**config.mk**
```make
export PLATFORM = sky130hd
export DESIGN_NAME = tlb_page_table_translator
export DESIGN_NICKNAME = d
export VERILOG_FILES = /design/src/hw/rtl/tlbpt_pkg.sv /design/src/hw/rtl/tlbpt_tlb.sv /design/src/hw/rtl/tlbpt_pmap.sv /design/src/hw/rtl/tlbpt_falloc.sv /design/src/hw/rtl/tlb_page_table_translator.sv
export SDC_FILE = /design/constraint.sdc
export NUM_CORES = 2
export LEC_CHECK = 0
export BUFFER_PORTS_ARGS = -buffer_cell sky130_fd_sc_hd__buf_2
export CAP_MARGIN = 10
export CORE_ASPECT_RATIO = 2
export CORE_MARGIN = 1.5
export CORE_UTILIZATION = 30
export CTS_CLUSTER_DIAMETER = 120
export DETAILED_ROUTE_END_ITERATION = 16
export HOLD_SLACK_MARGIN = 0.06
export PLACE_DENSITY = 0.52
export SYNTH_ARGS = -nofsm -noshare
export SYNTH_HDL_FRONTEND = slang
export SYNTH_HIERARCHICAL = 1
export SYNTH_SLANG_ARGS = --single-unit
export TNS_END_PERCENT = 1
```
**constraint.sdc**
```tcl
create_clock -name clk_i -period 22.1 [get_ports clk_i]
set_input_delay 1.105 -clock clk_i [delete_from_list [all_inputs] [get_ports clk_i]]
set_output_delay 1.105 -clock clk_i [all_outputs]
set_load 0.02 [all_outputs]
```
**src/hw/rtl/tlbpt_pkg.sv**
```systemverilog
// ----------------------------------------------------------------------------
// tlbpt_pkg: shared types and constants for the TLB / page map translator
// Sizes, payload structs and the control structs passed between units.
// ----------------------------------------------------------------------------
package tlbpt_pkg;

  localparam int unsigned TLB_ENTRIES = 16;
  localparam int unsigned FRAME_COUNT = 128;
  localparam int unsigned PAGE_COUNT  = 256;
  localparam int unsigned PAGE_SIZE   = 256;

  localparam int unsigned TLB_IDX_W = $clog2(TLB_ENTRIES);
  localparam int unsigned PAGE_W    = $clog2(PAGE_COUNT);
  localparam int unsigned FRAME_W   = $clog2(FRAME_COUNT);
  localparam int unsigned OFFS_W    = $clog2(PAGE_SIZE);
  localparam int unsigned USED_W    = $clog2(FRAME_COUNT + 1);

  typedef logic [PAGE_W-1:0]  page_t;
  typedef logic [FRAME_W-1:0] frame_t;

  // Input beat
  typedef struct packed {
    logic [7:0] virtual_page;
    logic [7:0] page_offset;
  } xlate_req_t;

  // Output beat
  typedef struct packed {
    logic [14:0] physical_address;
    logic [6:0]  frame_number;
    logic        tlb_hit;
    logic        page_fault;
    logic        evicted_valid;
    logic [7:0]  evicted_page;
  } xlate_rsp_t;

  // TLB search result
  typedef struct packed {
    logic   hit;
    frame_t frame;
  } tlb_look_t;

  // TLB update: drop entries of an evicted page, then fill one slot
  typedef struct packed {
    logic   inval;
    page_t  inval_page;
    logic   insert;
    page_t  page;
    frame_t frame;
  } tlb_upd_t;

  // Page map read data
  typedef struct packed {
    logic   valid;
    frame_t frame;
  } pmap_rd_t;

  // Page map update: clear the evicted page, set the new mapping
  typedef struct packed {
    logic   clr;
    page_t  clr_page;
    logic   set;
    page_t  page;
    frame_t frame;
  } pmap_upd_t;

  // Frame allocator offer for a fault
  typedef struct packed {
    logic   full;
    frame_t frame;
  } alloc_t;

endpackage

```
**src/hw/rtl/tlbpt_tlb.sv**
```systemverilog
// ----------------------------------------------------------------------------
// tlbpt_tlb: fully associative TLB
// Register-based entries, parallel tag compare, round-robin fill.
// ----------------------------------------------------------------------------
module tlbpt_tlb (
  input  logic                clk_i,
  input  logic                rst_ni,
  input  tlbpt_pkg::page_t    look_page_i,
  output tlbpt_pkg::tlb_look_t look_o,
  input  tlbpt_pkg::tlb_upd_t upd_i
);

  logic [tlbpt_pkg::TLB_ENTRIES-1:0] valid_q, valid_d;
  tlbpt_pkg::page_t                  tag_q   [tlbpt_pkg::TLB_ENTRIES];
  tlbpt_pkg::frame_t                 frame_q [tlbpt_pkg::TLB_ENTRIES];
  logic [tlbpt_pkg::TLB_IDX_W-1:0]   slot_q, slot_d;

  // first matching entry wins (at most one matches in practice)
  always_comb begin
    look_o = '0;
    for (int i = tlbpt_pkg::TLB_ENTRIES - 1; i >= 0; i--) begin
      if (valid_q[i] && tag_q[i] == look_page_i) begin
        look_o.hit   = 1'b1;
        look_o.frame = frame_q[i];
      end
    end
  end

  assign slot_d = (slot_q == tlbpt_pkg::TLB_IDX_W'(tlbpt_pkg::TLB_ENTRIES - 1))
                ? '0 : slot_q + 1'b1;

  always_comb begin
    valid_d = valid_q;
    if (upd_i.inval) begin
      for (int i = 0; i < tlbpt_pkg::TLB_ENTRIES; i++) begin
        if (tag_q[i] == upd_i.inval_page) valid_d[i] = 1'b0;
      end
    end
    // fill after the invalidate so a reused slot ends up valid
    if (upd_i.insert) valid_d[slot_q] = 1'b1;
  end

  always_ff @(posedge clk_i or negedge rst_ni) begin
    if (!rst_ni) begin
      valid_q <= '0;
      slot_q  <= '0;
    end else begin
      valid_q <= valid_d;
      if (upd_i.insert) slot_q <= slot_d;
    end
  end

  always_ff @(posedge clk_i) begin
    if (upd_i.insert) begin
      tag_q[slot_q]   <= upd_i.page;
      frame_q[slot_q] <= upd_i.frame;
    end
  end

endmodule

```
**src/hw/rtl/tlbpt_pmap.sv**
```systemverilog
// ----------------------------------------------------------------------------
// tlbpt_pmap: page map
// Frame memory with synchronous read, valid bit per page in flops.
// ----------------------------------------------------------------------------
module tlbpt_pmap (
  input  logic                 clk_i,
  input  logic                 rst_ni,
  input  logic                 rd_en_i,
  input  tlbpt_pkg::page_t     rd_page_i,
  input  tlbpt_pkg::page_t     vld_page_i,
  output tlbpt_pkg::pmap_rd_t  rd_o,
  input  tlbpt_pkg::pmap_upd_t upd_i
);

  tlbpt_pkg::frame_t                mem [tlbpt_pkg::PAGE_COUNT];
  tlbpt_pkg::frame_t                rd_frame_q;
  logic [tlbpt_pkg::PAGE_COUNT-1:0] valid_q, valid_d;

  always_ff @(posedge clk_i) begin
    if (upd_i.set) mem[upd_i.page] <= upd_i.frame;
    if (rd_en_i)   rd_frame_q <= mem[rd_page_i];
  end

  // evicted page and faulting page always differ
  always_comb begin
    valid_d = valid_q;
    if (upd_i.clr) valid_d[upd_i.clr_page] = 1'b0;
    if (upd_i.set) valid_d[upd_i.page]     = 1'b1;
  end

  always_ff @(posedge clk_i or negedge rst_ni) begin
    if (!rst_ni) begin
      valid_q <= '0;
    end else begin
      valid_q <= valid_d;
    end
  end

  assign rd_o.valid = valid_q[vld_page_i];
  assign rd_o.frame = rd_frame_q;

endmodule

```
**src/hw/rtl/tlbpt_falloc.sv**
```systemverilog
// ----------------------------------------------------------------------------
// tlbpt_falloc: frame allocator
// Hands out fresh frames, then FIFO reuse; owner memory names the victim.
// ----------------------------------------------------------------------------
module tlbpt_falloc (
  input  logic                clk_i,
  input  logic                rst_ni,
  input  logic                rd_en_i,
  output tlbpt_pkg::alloc_t   alloc_o,
  output tlbpt_pkg::page_t    owner_o,
  input  logic                commit_i,
  input  tlbpt_pkg::page_t    commit_page_i
);

  tlbpt_pkg::page_t                 owner_mem [tlbpt_pkg::FRAME_COUNT];
  tlbpt_pkg::page_t                 owner_q;
  tlbpt_pkg::frame_t                oldest_q, oldest_d;
  logic [tlbpt_pkg::USED_W-1:0]     used_q;

  assign alloc_o.full  = (used_q == tlbpt_pkg::USED_W'(tlbpt_pkg::FRAME_COUNT));
  assign alloc_o.frame = alloc_o.full ? oldest_q : used_q[tlbpt_pkg::FRAME_W-1:0];
  assign owner_o       = owner_q;

  assign oldest_d = (oldest_q == tlbpt_pkg::FRAME_W'(tlbpt_pkg::FRAME_COUNT - 1))
                  ? '0 : oldest_q + 1'b1;

  // owner of the FIFO head is fetched when the beat is taken
  always_ff @(posedge clk_i) begin
    if (commit_i) owner_mem[alloc_o.frame] <= commit_page_i;
    if (rd_en_i)  owner_q <= owner_mem[oldest_q];
  end

  always_ff @(posedge clk_i or negedge rst_ni) begin
    if (!rst_ni) begin
      oldest_q <= '0;
      used_q   <= '0;
    end else if (commit_i) begin
      if (alloc_o.full) oldest_q <= oldest_d;
      else              used_q   <= used_q + 1'b1;
    end
  end

endmodule

```
**src/hw/rtl/tlb_page_table_translator.sv**
```systemverilog
// ----------------------------------------------------------------------------
// tlb_page_table_translator: virtual to physical page translation
// TLB, page map and FIFO frame replacement behind valid/ready channels.
// ----------------------------------------------------------------------------
// Each request beat carries a virtual page and a byte offset and yields one
// response beat. S_IDLE takes the beat and issues synchronous reads of the
// page map memory and of the owner memory at the FIFO head. S_LOOK searches
// the TLB, picks the frame (TLB, page map or allocator on a fault), writes
// back page map, owner memory and TLB, and waits while the output register
// is full and not draining. No new beat is taken before S_LOOK ends. The
// response sits in an output register, so a new request is taken
// while the previous response still waits. Frames are handed out 0, 1, 2 ...
// until all are used, then reused oldest first; the page that loses its frame
// is reported and dropped from page map and TLB. No clearing pass after reset.
// ----------------------------------------------------------------------------
module tlb_page_table_translator (
  input  logic                  clk_i,
  input  logic                  rst_ni,
  input  logic                  req_valid_i,
  output logic                  req_ready_o,
  input  tlbpt_pkg::xlate_req_t req_i,
  output logic                  rsp_valid_o,
  input  logic                  rsp_ready_i,
  output tlbpt_pkg::xlate_rsp_t rsp_o
);

  typedef enum logic {
    S_IDLE,
    S_LOOK
  } state_e;

  state_e                 state_q;
  tlbpt_pkg::xlate_req_t  req_q;
  tlbpt_pkg::xlate_rsp_t  rsp_q, rsp_d;
  logic                   rsp_valid_q;

  logic                   take;
  logic                   fire;
  tlbpt_pkg::page_t       page;
  tlbpt_pkg::tlb_look_t   tlb_look;
  tlbpt_pkg::tlb_upd_t    tlb_upd;
  tlbpt_pkg::pmap_rd_t    pmap_rd;
  tlbpt_pkg::pmap_upd_t   pmap_upd;
  tlbpt_pkg::alloc_t      alloc;
  tlbpt_pkg::page_t       owner;
  tlbpt_pkg::frame_t      frame;
  logic                   fault;
  logic                   evict;

  assign req_ready_o = (state_q == S_IDLE);
  assign take        = req_valid_i && req_ready_o;
  // finish only when the output register is free or draining
  assign fire        = (state_q == S_LOOK) && (!rsp_valid_q || rsp_ready_i);

  assign page  = req_q.virtual_page[tlbpt_pkg::PAGE_W-1:0];
  assign fault = !tlb_look.hit && !pmap_rd.valid;
  assign evict = fault && alloc.full;

  always_comb begin
    priority if (tlb_look.hit) frame = tlb_look.frame;
    else if (pmap_rd.valid)    frame = pmap_rd.frame;
    else                       frame = alloc.frame;
  end

  always_comb begin
    tlb_upd.inval      = fire && evict;
    tlb_upd.inval_page = owner;
    tlb_upd.insert     = fire && !tlb_look.hit;
    tlb_upd.page       = page;
    tlb_upd.frame      = frame;

    pmap_upd.clr       = fire && evict;
    pmap_upd.clr_page  = owner;
    pmap_upd.set       = fire && fault;
    pmap_upd.page      = page;
    pmap_upd.frame     = frame;
  end

  always_comb begin
    rsp_d.physical_address = 15'({frame, req_q.page_offset[tlbpt_pkg::OFFS_W-1:0]});
    rsp_d.frame_number     = 7'(frame);
    rsp_d.tlb_hit          = tlb_look.hit;
    rsp_d.page_fault       = fault;
    rsp_d.evicted_valid    = evict;
    rsp_d.evicted_page     = evict ? 8'(owner) : '0;
  end

  tlbpt_tlb u_tlb (
    .clk_i       (clk_i),
    .rst_ni      (rst_ni),
    .look_page_i (page),
    .look_o      (tlb_look),
    .upd_i       (tlb_upd)
  );

  tlbpt_pmap u_pmap (
    .clk_i      (clk_i),
    .rst_ni     (rst_ni),
    .rd_en_i    (take),
    .rd_page_i  (req_i.virtual_page[tlbpt_pkg::PAGE_W-1:0]),
    .vld_page_i (page),
    .rd_o       (pmap_rd),
    .upd_i      (pmap_upd)
  );

  tlbpt_falloc u_falloc (
    .clk_i         (clk_i),
    .rst_ni        (rst_ni),
    .rd_en_i       (take),
    .alloc_o       (alloc),
    .owner_o       (owner),
    .commit_i      (fire && fault),
    .commit_page_i (page)
  );

  always_ff @(posedge clk_i) begin
    if (take) req_q <= req_i;
    if (fire) rsp_q <= rsp_d;
  end

  always_ff @(posedge clk_i or negedge rst_ni) begin
    if (!rst_ni) begin
      state_q     <= S_IDLE;
      rsp_valid_q <= 1'b0;
    end else begin
      unique case (state_q)
        S_IDLE: if (take) state_q <= S_LOOK;
        S_LOOK: if (fire) state_q <= S_IDLE;
        default: state_q <= S_IDLE;
      endcase
      if (fire)             rsp_valid_q <= 1'b1;
      else if (rsp_ready_i) rsp_valid_q <= 1'b0;
    end
  end

  assign rsp_valid_o = rsp_valid_q;
  assign rsp_o       = rsp_q;

endmodule

```
---- Word-level counts from Yosys, hierarchy flattened ----
Memories as Yosys holds them, arrays and structs flattened. A register that Yosys moved wholly into a read port is not among the register bits.
Cells that the tools add are included.
storage, ports and cells
  register bits ........................... 342
  bits in writable memories ............... 3056
  word-level logic and storage cells ...... 160
  memories ................................ 4
cells by class
  add/sub/neg operators ................... 3
  order comparisons ....................... 6
  equality and inequality tests ........... 35
  multiplexer cells ....................... 58
  bitwise gates (word level) .............. 6
  reduce and logical (&&, ||, !) cells .... 33
memories
  memory              depth  width  rd ports  clocked after Yosys merged registers in  write ports  line                RTL
  u_pmap.mem          256    7      1         1                                        1            tlbpt_pmap.sv:15    tlbpt_pkg::frame_t mem [tlbpt_pkg::PAGE_COUNT];
  u_falloc.owner_mem  128    8      1         1                                        1            tlbpt_falloc.sv:15  tlbpt_pkg::page_t owner_mem [tlbpt_pkg::FRAME_COUNT];
  u_tlb.tag_q         16     8      16        0                                        1            tlbpt_tlb.sv:14     tlbpt_pkg::page_t tag_q [tlbpt_pkg::TLB_ENTRIES];
  u_tlb.frame_q       16     7      16        0                                        1            tlbpt_tlb.sv:15     tlbpt_pkg::frame_t frame_q [tlbpt_pkg::TLB_ENTRIES];
operator list
  operator                                                                             count
  256-bit two-way mux                                                                  2
  256-bit bitwise AND                                                                  1
  8-bit equality test                                                                  32
  256-bit NOT                                                                          1
  256-bit OR                                                                           1
  8-bit two-way mux                                                                    16
  16-bit two-way mux                                                                   2
  1-bit two-way mux                                                                    28
  7-bit two-way mux                                                                    4
  1-bit logical AND                                                                    26
  8-bit by 9-bit < comparator with 1-bit output, second input constant                 2
  1-bit demux with 8-bit select                                                        2
  8-bit by 1-bit greater-or-equal comparator with 1-bit output, second input constant  2
  16-bit OR                                                                            1
  8-bit by 1-bit adder with 8-bit output, second input constant                        1
  1-bit binary-select mux with 8-bit select                                            1
  8-bit equality test, second input constant                                           1
  7-bit by 1-bit adder with 7-bit output, second input constant                        1
  7-bit equality test, second input constant                                           1
  4-bit by 5-bit < comparator with 1-bit output, second input constant                 1
  4-bit by 1-bit adder with 4-bit output, second input constant                        1
  1-bit demux with 4-bit select                                                        1
  4-bit equality test, second input constant                                           1
  4-bit by 1-bit greater-or-equal comparator with 1-bit output, second input constant  1
  other kinds (7)                                                                      11

---- Longest topological paths before layout ----
  depth in word-level cells ............... 25
  depth in mapped cells ................... 21
  mapped depth without buffers ............ 14

---- By module ----
Netlist, hierarchy kept.
by module, submodules not included
  module                     times used  cells each  area each (um2)
  tlbpt_pmap                 1           4445        81136.6
  tlbpt_falloc               1           2119        41581.1
  tlbpt_tlb                  1           912         12344.3
  tlb_page_table_translator  1           94          1656.6

---- Worst setup path before layout ----
No wires, ideal clock.
  path kind ............................... reg2reg
  from .................................... register req_q, in the netlist page[1]
  to ...................................... register rsp_q, in the netlist rsp_o[27] (data pin)
  library setup time ...................... 2.318 ns
  arrival time ............................ 15.277 ns
  required time ........................... 19.782 ns
  path slack .............................. 4.504 ns
  stages on the path, launching flop included .. 13
  clock period less this slack ............ 17.596 ns
  cell sequence ........................... edfxtp_1 buf_2 buf_1 mux4_2 mux4_2 mux2i_1 nor2_1 o21ai_1 o41ai_1 o22a_1 buf_6 mux2i_1 o21ai_0
RTL lines
  item                      line                              RTL
  start: declaration        tlb_page_table_translator.sv:33   tlbpt_pkg::xlate_req_t req_q;
  start signal: assignment  tlb_page_table_translator.sv:117  if (take) req_q <= req_i;
  end signal: assignment    tlb_page_table_translator.sv:118  if (fire) rsp_q <= rsp_d;
  end: declaration          tlb_page_table_translator.sv:34   tlbpt_pkg::xlate_rsp_t rsp_q, rsp_d;

==> impl_metrics.py <==
metrics = {
    "floorplanning": {
        "standard_cell_core_area_um2": 453700,
        "io_pins": 55,
        "chipHeight_um": 957.7,
        "area_of_the_die_um2": 460000,
        "placement_rows": 350,
        "initial_utilization_pct": 30.14,
        "die-width_um": 480.4,
    },
    "grt": {
        "grt_busiest_layer": "met2",
        "grt_antenna_before_repair": 10,
        "grt_max_degree": 205,
        "use_met3_pct": 2.151,
        "grt_overflow": 0,
        "grt_util_met1_pct": 17.31,
        "grt.total_usage_pct": 17.15,
        "met2_track_utilization_from_global_routing_pct": 32.66,
        "first_pass_grt_wire_length_um": 569100,
        "vias_in_the_first_global_route": 76405,
    },
    "worst_setup_path": {
        "worst_r2r_startpoint": "page[1]",
        "crit_fanout": 152,
        "cp_slowest_stage_delay_ns": 0.78,
        "critical_path_arrival_ns": 8.56,
        "rr_worst_depth": 17,
        "worstPathCellList": "buf_4 -> buf_12 -> mux4_2 -> nor2_1 -> a2111oi_0 -> nor4_1 -> nor4b_1 -> or4_1 -> o22a_1 -> nor3b_4 -> nor3b_4 -> buf_4 -> inv_1 -> nor2_1 -> nand3_1 -> o21ai_0 -> o21ai_0",
        "ff2ff_setup_slack_ns": 14.29,
        "critPathSlowestCell": "nand3_1",
        "timing.critical_path.from_type": "flop",
        "worstReg2RegEnd": "u_pmap/valid_q[183]",
        "cp.required_ns": 22.85,
        "worst-setup-path-type": "reg -> reg",
        "critical_path.endpoint_type": "flop",
    },
    "finish": {
        "drive_above_1_share_pct": 17.92,
        "finish.net_count": 7683,
        "utilization_pct": 34.01,
        "final.fill_count": 42978,
        "layout_area_growth_over_synthesis_pct": 12.87,
        "area.sequential_um2": 100800,
        "multi_input_comb_area_um2": 33380,
    },
    "sta": {
        "clock.fmax_mhz": 128.1,
        "worst_slew_pin_slew_ns": 1.545,
        "timing.slew.headroom_pct": -2.996,
        "setup_violations": 0,
        "fin_crit_ns": 7.809,
        "count_of_endpoints_failing_hold_in_the_final_timing_report": 0,
        "setup_tns_ns": 0,
        "worst_clock_skew_ns": 0.05862,
        "final_max_slew_viol_count": 66,
        "setup_repair_after_global_routing_missed_its_margin": "false",
        "period_share_pct": 35.33,
    },
    "route": {
        "post_drt_wl_per_cell_um": 29.02,
        "routed_via_density": 5.216,
        "drt_iter0_markers": 6190,
        "route.antenna.remaining_nets": 0,
        "detail_route.wirelength_um": 403500,
        "vias": 72538,
        "drc_errors": 0,
        "drt_pre_antenna_iters": 6,
    },
    "synthesis": {
        "ys_ff_latch": 3406,
        "synth_area_in_xor_xnor_pct": 1.710,
        "muxShareOfSynthArea_pct": 12.87,
        "yosys_most_used_dff": "edfxtp_1",
        "avg_inst_size_synth_um2": 18.06,
        "dominant_combinational_cell_family_by_area_after_synthesis": "multiplexers",
        "number_of_enable_type_register_cells_in_the_synthesized_netlist": 3113,
        "share_of_the_synthesized_area_in_compound_gates_ao_oa_aoi_oai_pct": 5.804,
        "synth-seq-area-share_pct": 73.74,
        "synth-adder-area-share_pct": 0.06406,
        "synthArstFlopShare_pct": 8.602,
        "synthSimpleGateAreaFrac_pct": 3.713,
        "synth_fp_nets": 7597,
        "syn_area_um2": 136700,
        "synthesis.yosys.warnings": 6,
        "synth_cell_type_count": 89,
        "synthCells": 7570,
        "netlist.top_cell.by_area": "edfxtp_1",
        "synth_top_area_share_pct": 68.37,
        "ys_top_cells_by_area": "edfxtp_1, mux4_2, dfrtp_1",
    },
    "placed_design": {
        "buffer_ports.inserted": 54,
        "place_hpwl_um": 258600,
        "gp_routability_congestion": 0.8625,
    },
    "worst_hold_path": {
        "hp-class": "in -> async",
    },
    "clocking": {
        "worst_skew_pair.late_latency_ns": 0.93,
        "clk_transition_reported_paths_ns": 0.07,
        "max_clock_buf_depth": 4,
        "clock_sink_count": 3406,
        "cts_post_setup_buffers_inserted": 0,
        "cts_tree": "built",
        "cts_repair_resize_count": 0,
        "clock_tree.root_cell": "clkbuf_16",
        "cts_buffers": 328,
        "cts.htree.levels": 5,
        "ctsHoldBuffers": 0,
    },
    "run": {
        "maxCapViolCount": 0,
    },
    "power_and_ir_drop": {
        "pwr_density_cell_nw_per_um2": 93.51,
        "vdd_drop_max_uv": 134.1,
        "cellLeakagePower_nw": 47.92,
    },
    "status": {
        "status": "finished with violations",
        "violations": "max-slew violations",
    },
}
-- worst max path at each step --
stage | start | endpoint | slack (ns) | depth (start not counted)
2_1_floorplan | page[1] | rsp_o[27] | 4.50 | 12
3_3_place_gp | page[7] | u_pmap/mem[58][6] | 14.32 | 15
3_5_place_dp | page[4] | u_pmap/valid_q[7] | 14.27 | 16
4_1_cts | page[4] | u_pmap/valid_q[7] | 14.21 | 16
5_1_grt | page[5] | u_pmap/valid_q[231] | 13.82 | 20
6_report | page[1] | u_pmap/valid_q[183] | 14.29 | 17
-- power breakdown --
part	total [W]	internal [W]	switching (W)
logic	0.00121	0.000251	0.000960
registers	0.00758	0.00751	0.0000653
clock network	0.00564	0.00319	0.00245
total	0.0144	0.0110	0.00347
-- flip-flops by register name, summed over array words and instances (netlist names), 7 cells and up --
name	cells
u_tlb/valid_q	16
u_falloc/owner_mem	1024
req_q	8
u_falloc/owner_o	8
u_pmap/valid_q	256
rsp_o	26
u_falloc/oldest_q	7
u_tlb/frame_q	112
u_falloc/used_q	8
u_pmap/rd_frame_q	7
u_pmap/mem	1792
page	8
u_tlb/tag_q	128
-- metrics by stage --
| stage | cells | power, W | worst slack (ns) | cell area [µm²] | hold WS (ns) |
|---|---|---|---|---|---|
| after CTS | 13898 | 0.01459 | 14.21 | 154300 | 0.1684 |
| after floorplan | 7570 | 0.008624 | 4.504 | 136700 | 0.4003 |
| after global routing | 13900 | 0.01486 | 13.82 | 154300 | 0.2135 |
| final | 13906 | 0.01443 | 14.29 | 154300 | 0.1741 |
| after global placement | 13307 | 0.008910 | 14.32 | 143700 | 0.4061 |
| after detailed placement | 13309 | 0.008952 | 14.27 | 143700 | 0.4098 |
-- cell usage after synthesis (45+ instances only) --
cell type	number
a211oi_1	52
a22oi_1	92
a221oi_1	84
dfrtp_1	293
o22ai_1	69
buf_4	52
buf_2	84
buf_6	45
nor3_1	59
nor2b_1	53
clkbuf_1	260
nor4_1	63
mux4_2	563
a21oi_1	117
xor2_1	157
nand2_1	219
mux2i_1	403
o221ai_1	69
edfxtp_1	3113
xnor2_1	110
nor2_1	471
nand3_1	88
o21ai_0	601
-- cells by family after synthesis --
logic type / after synthesis
and+or+nand+nor: 1087
DFF: 3406
adders and majority gates: 7
xor gates and xnor gates: 267
muxes: 1018
buffers and inverters: 520
AOI/OAI and AO/OA: 1265
-- critical path: cells and delay by family, from the launching register on --
family          cells  cell delay (ns)
compound gates      4             1.27
buf+inv             4             1.73
flops               1             0.32
mux                 1             0.43
simple gates        8             3.62
-- layout by cell type, fill, tap and decap left out, types with 71 or more instances in the layout --
cell type and instances:
edfxtp_1 3113, o21ai_0 594, mux4_2 563, nor2_1 465, mux2i_1 403, clkbuf_16 337
dfrtp_1 289, nand2_1 218, buf_4 171, xor2_1 157, a21oi_1 117, xnor2_1 110
a22oi_1 92, a221oi_1 84, nand3_1 71
-- layer usage --
metal	up-vias	part of all wire [%]
met5	-	0.0069
met4	4	7.5
met3	974	4.5
met2	2490	55
met1	38468	33
li1	30602	-
-- area by class of cell --
cell class,instances,share of cell area [%]
antenna,7,0.01135
inverter,35,0.08513
sequential,3406,65.33
clock inverter,167,1.076
clock buffer,422,5.787
tap,5984,4.852
timing repair buffer,241,1.229
multi-input combinational,3644,21.63
No activity file was read; power rests on OpenSTA's default activity.
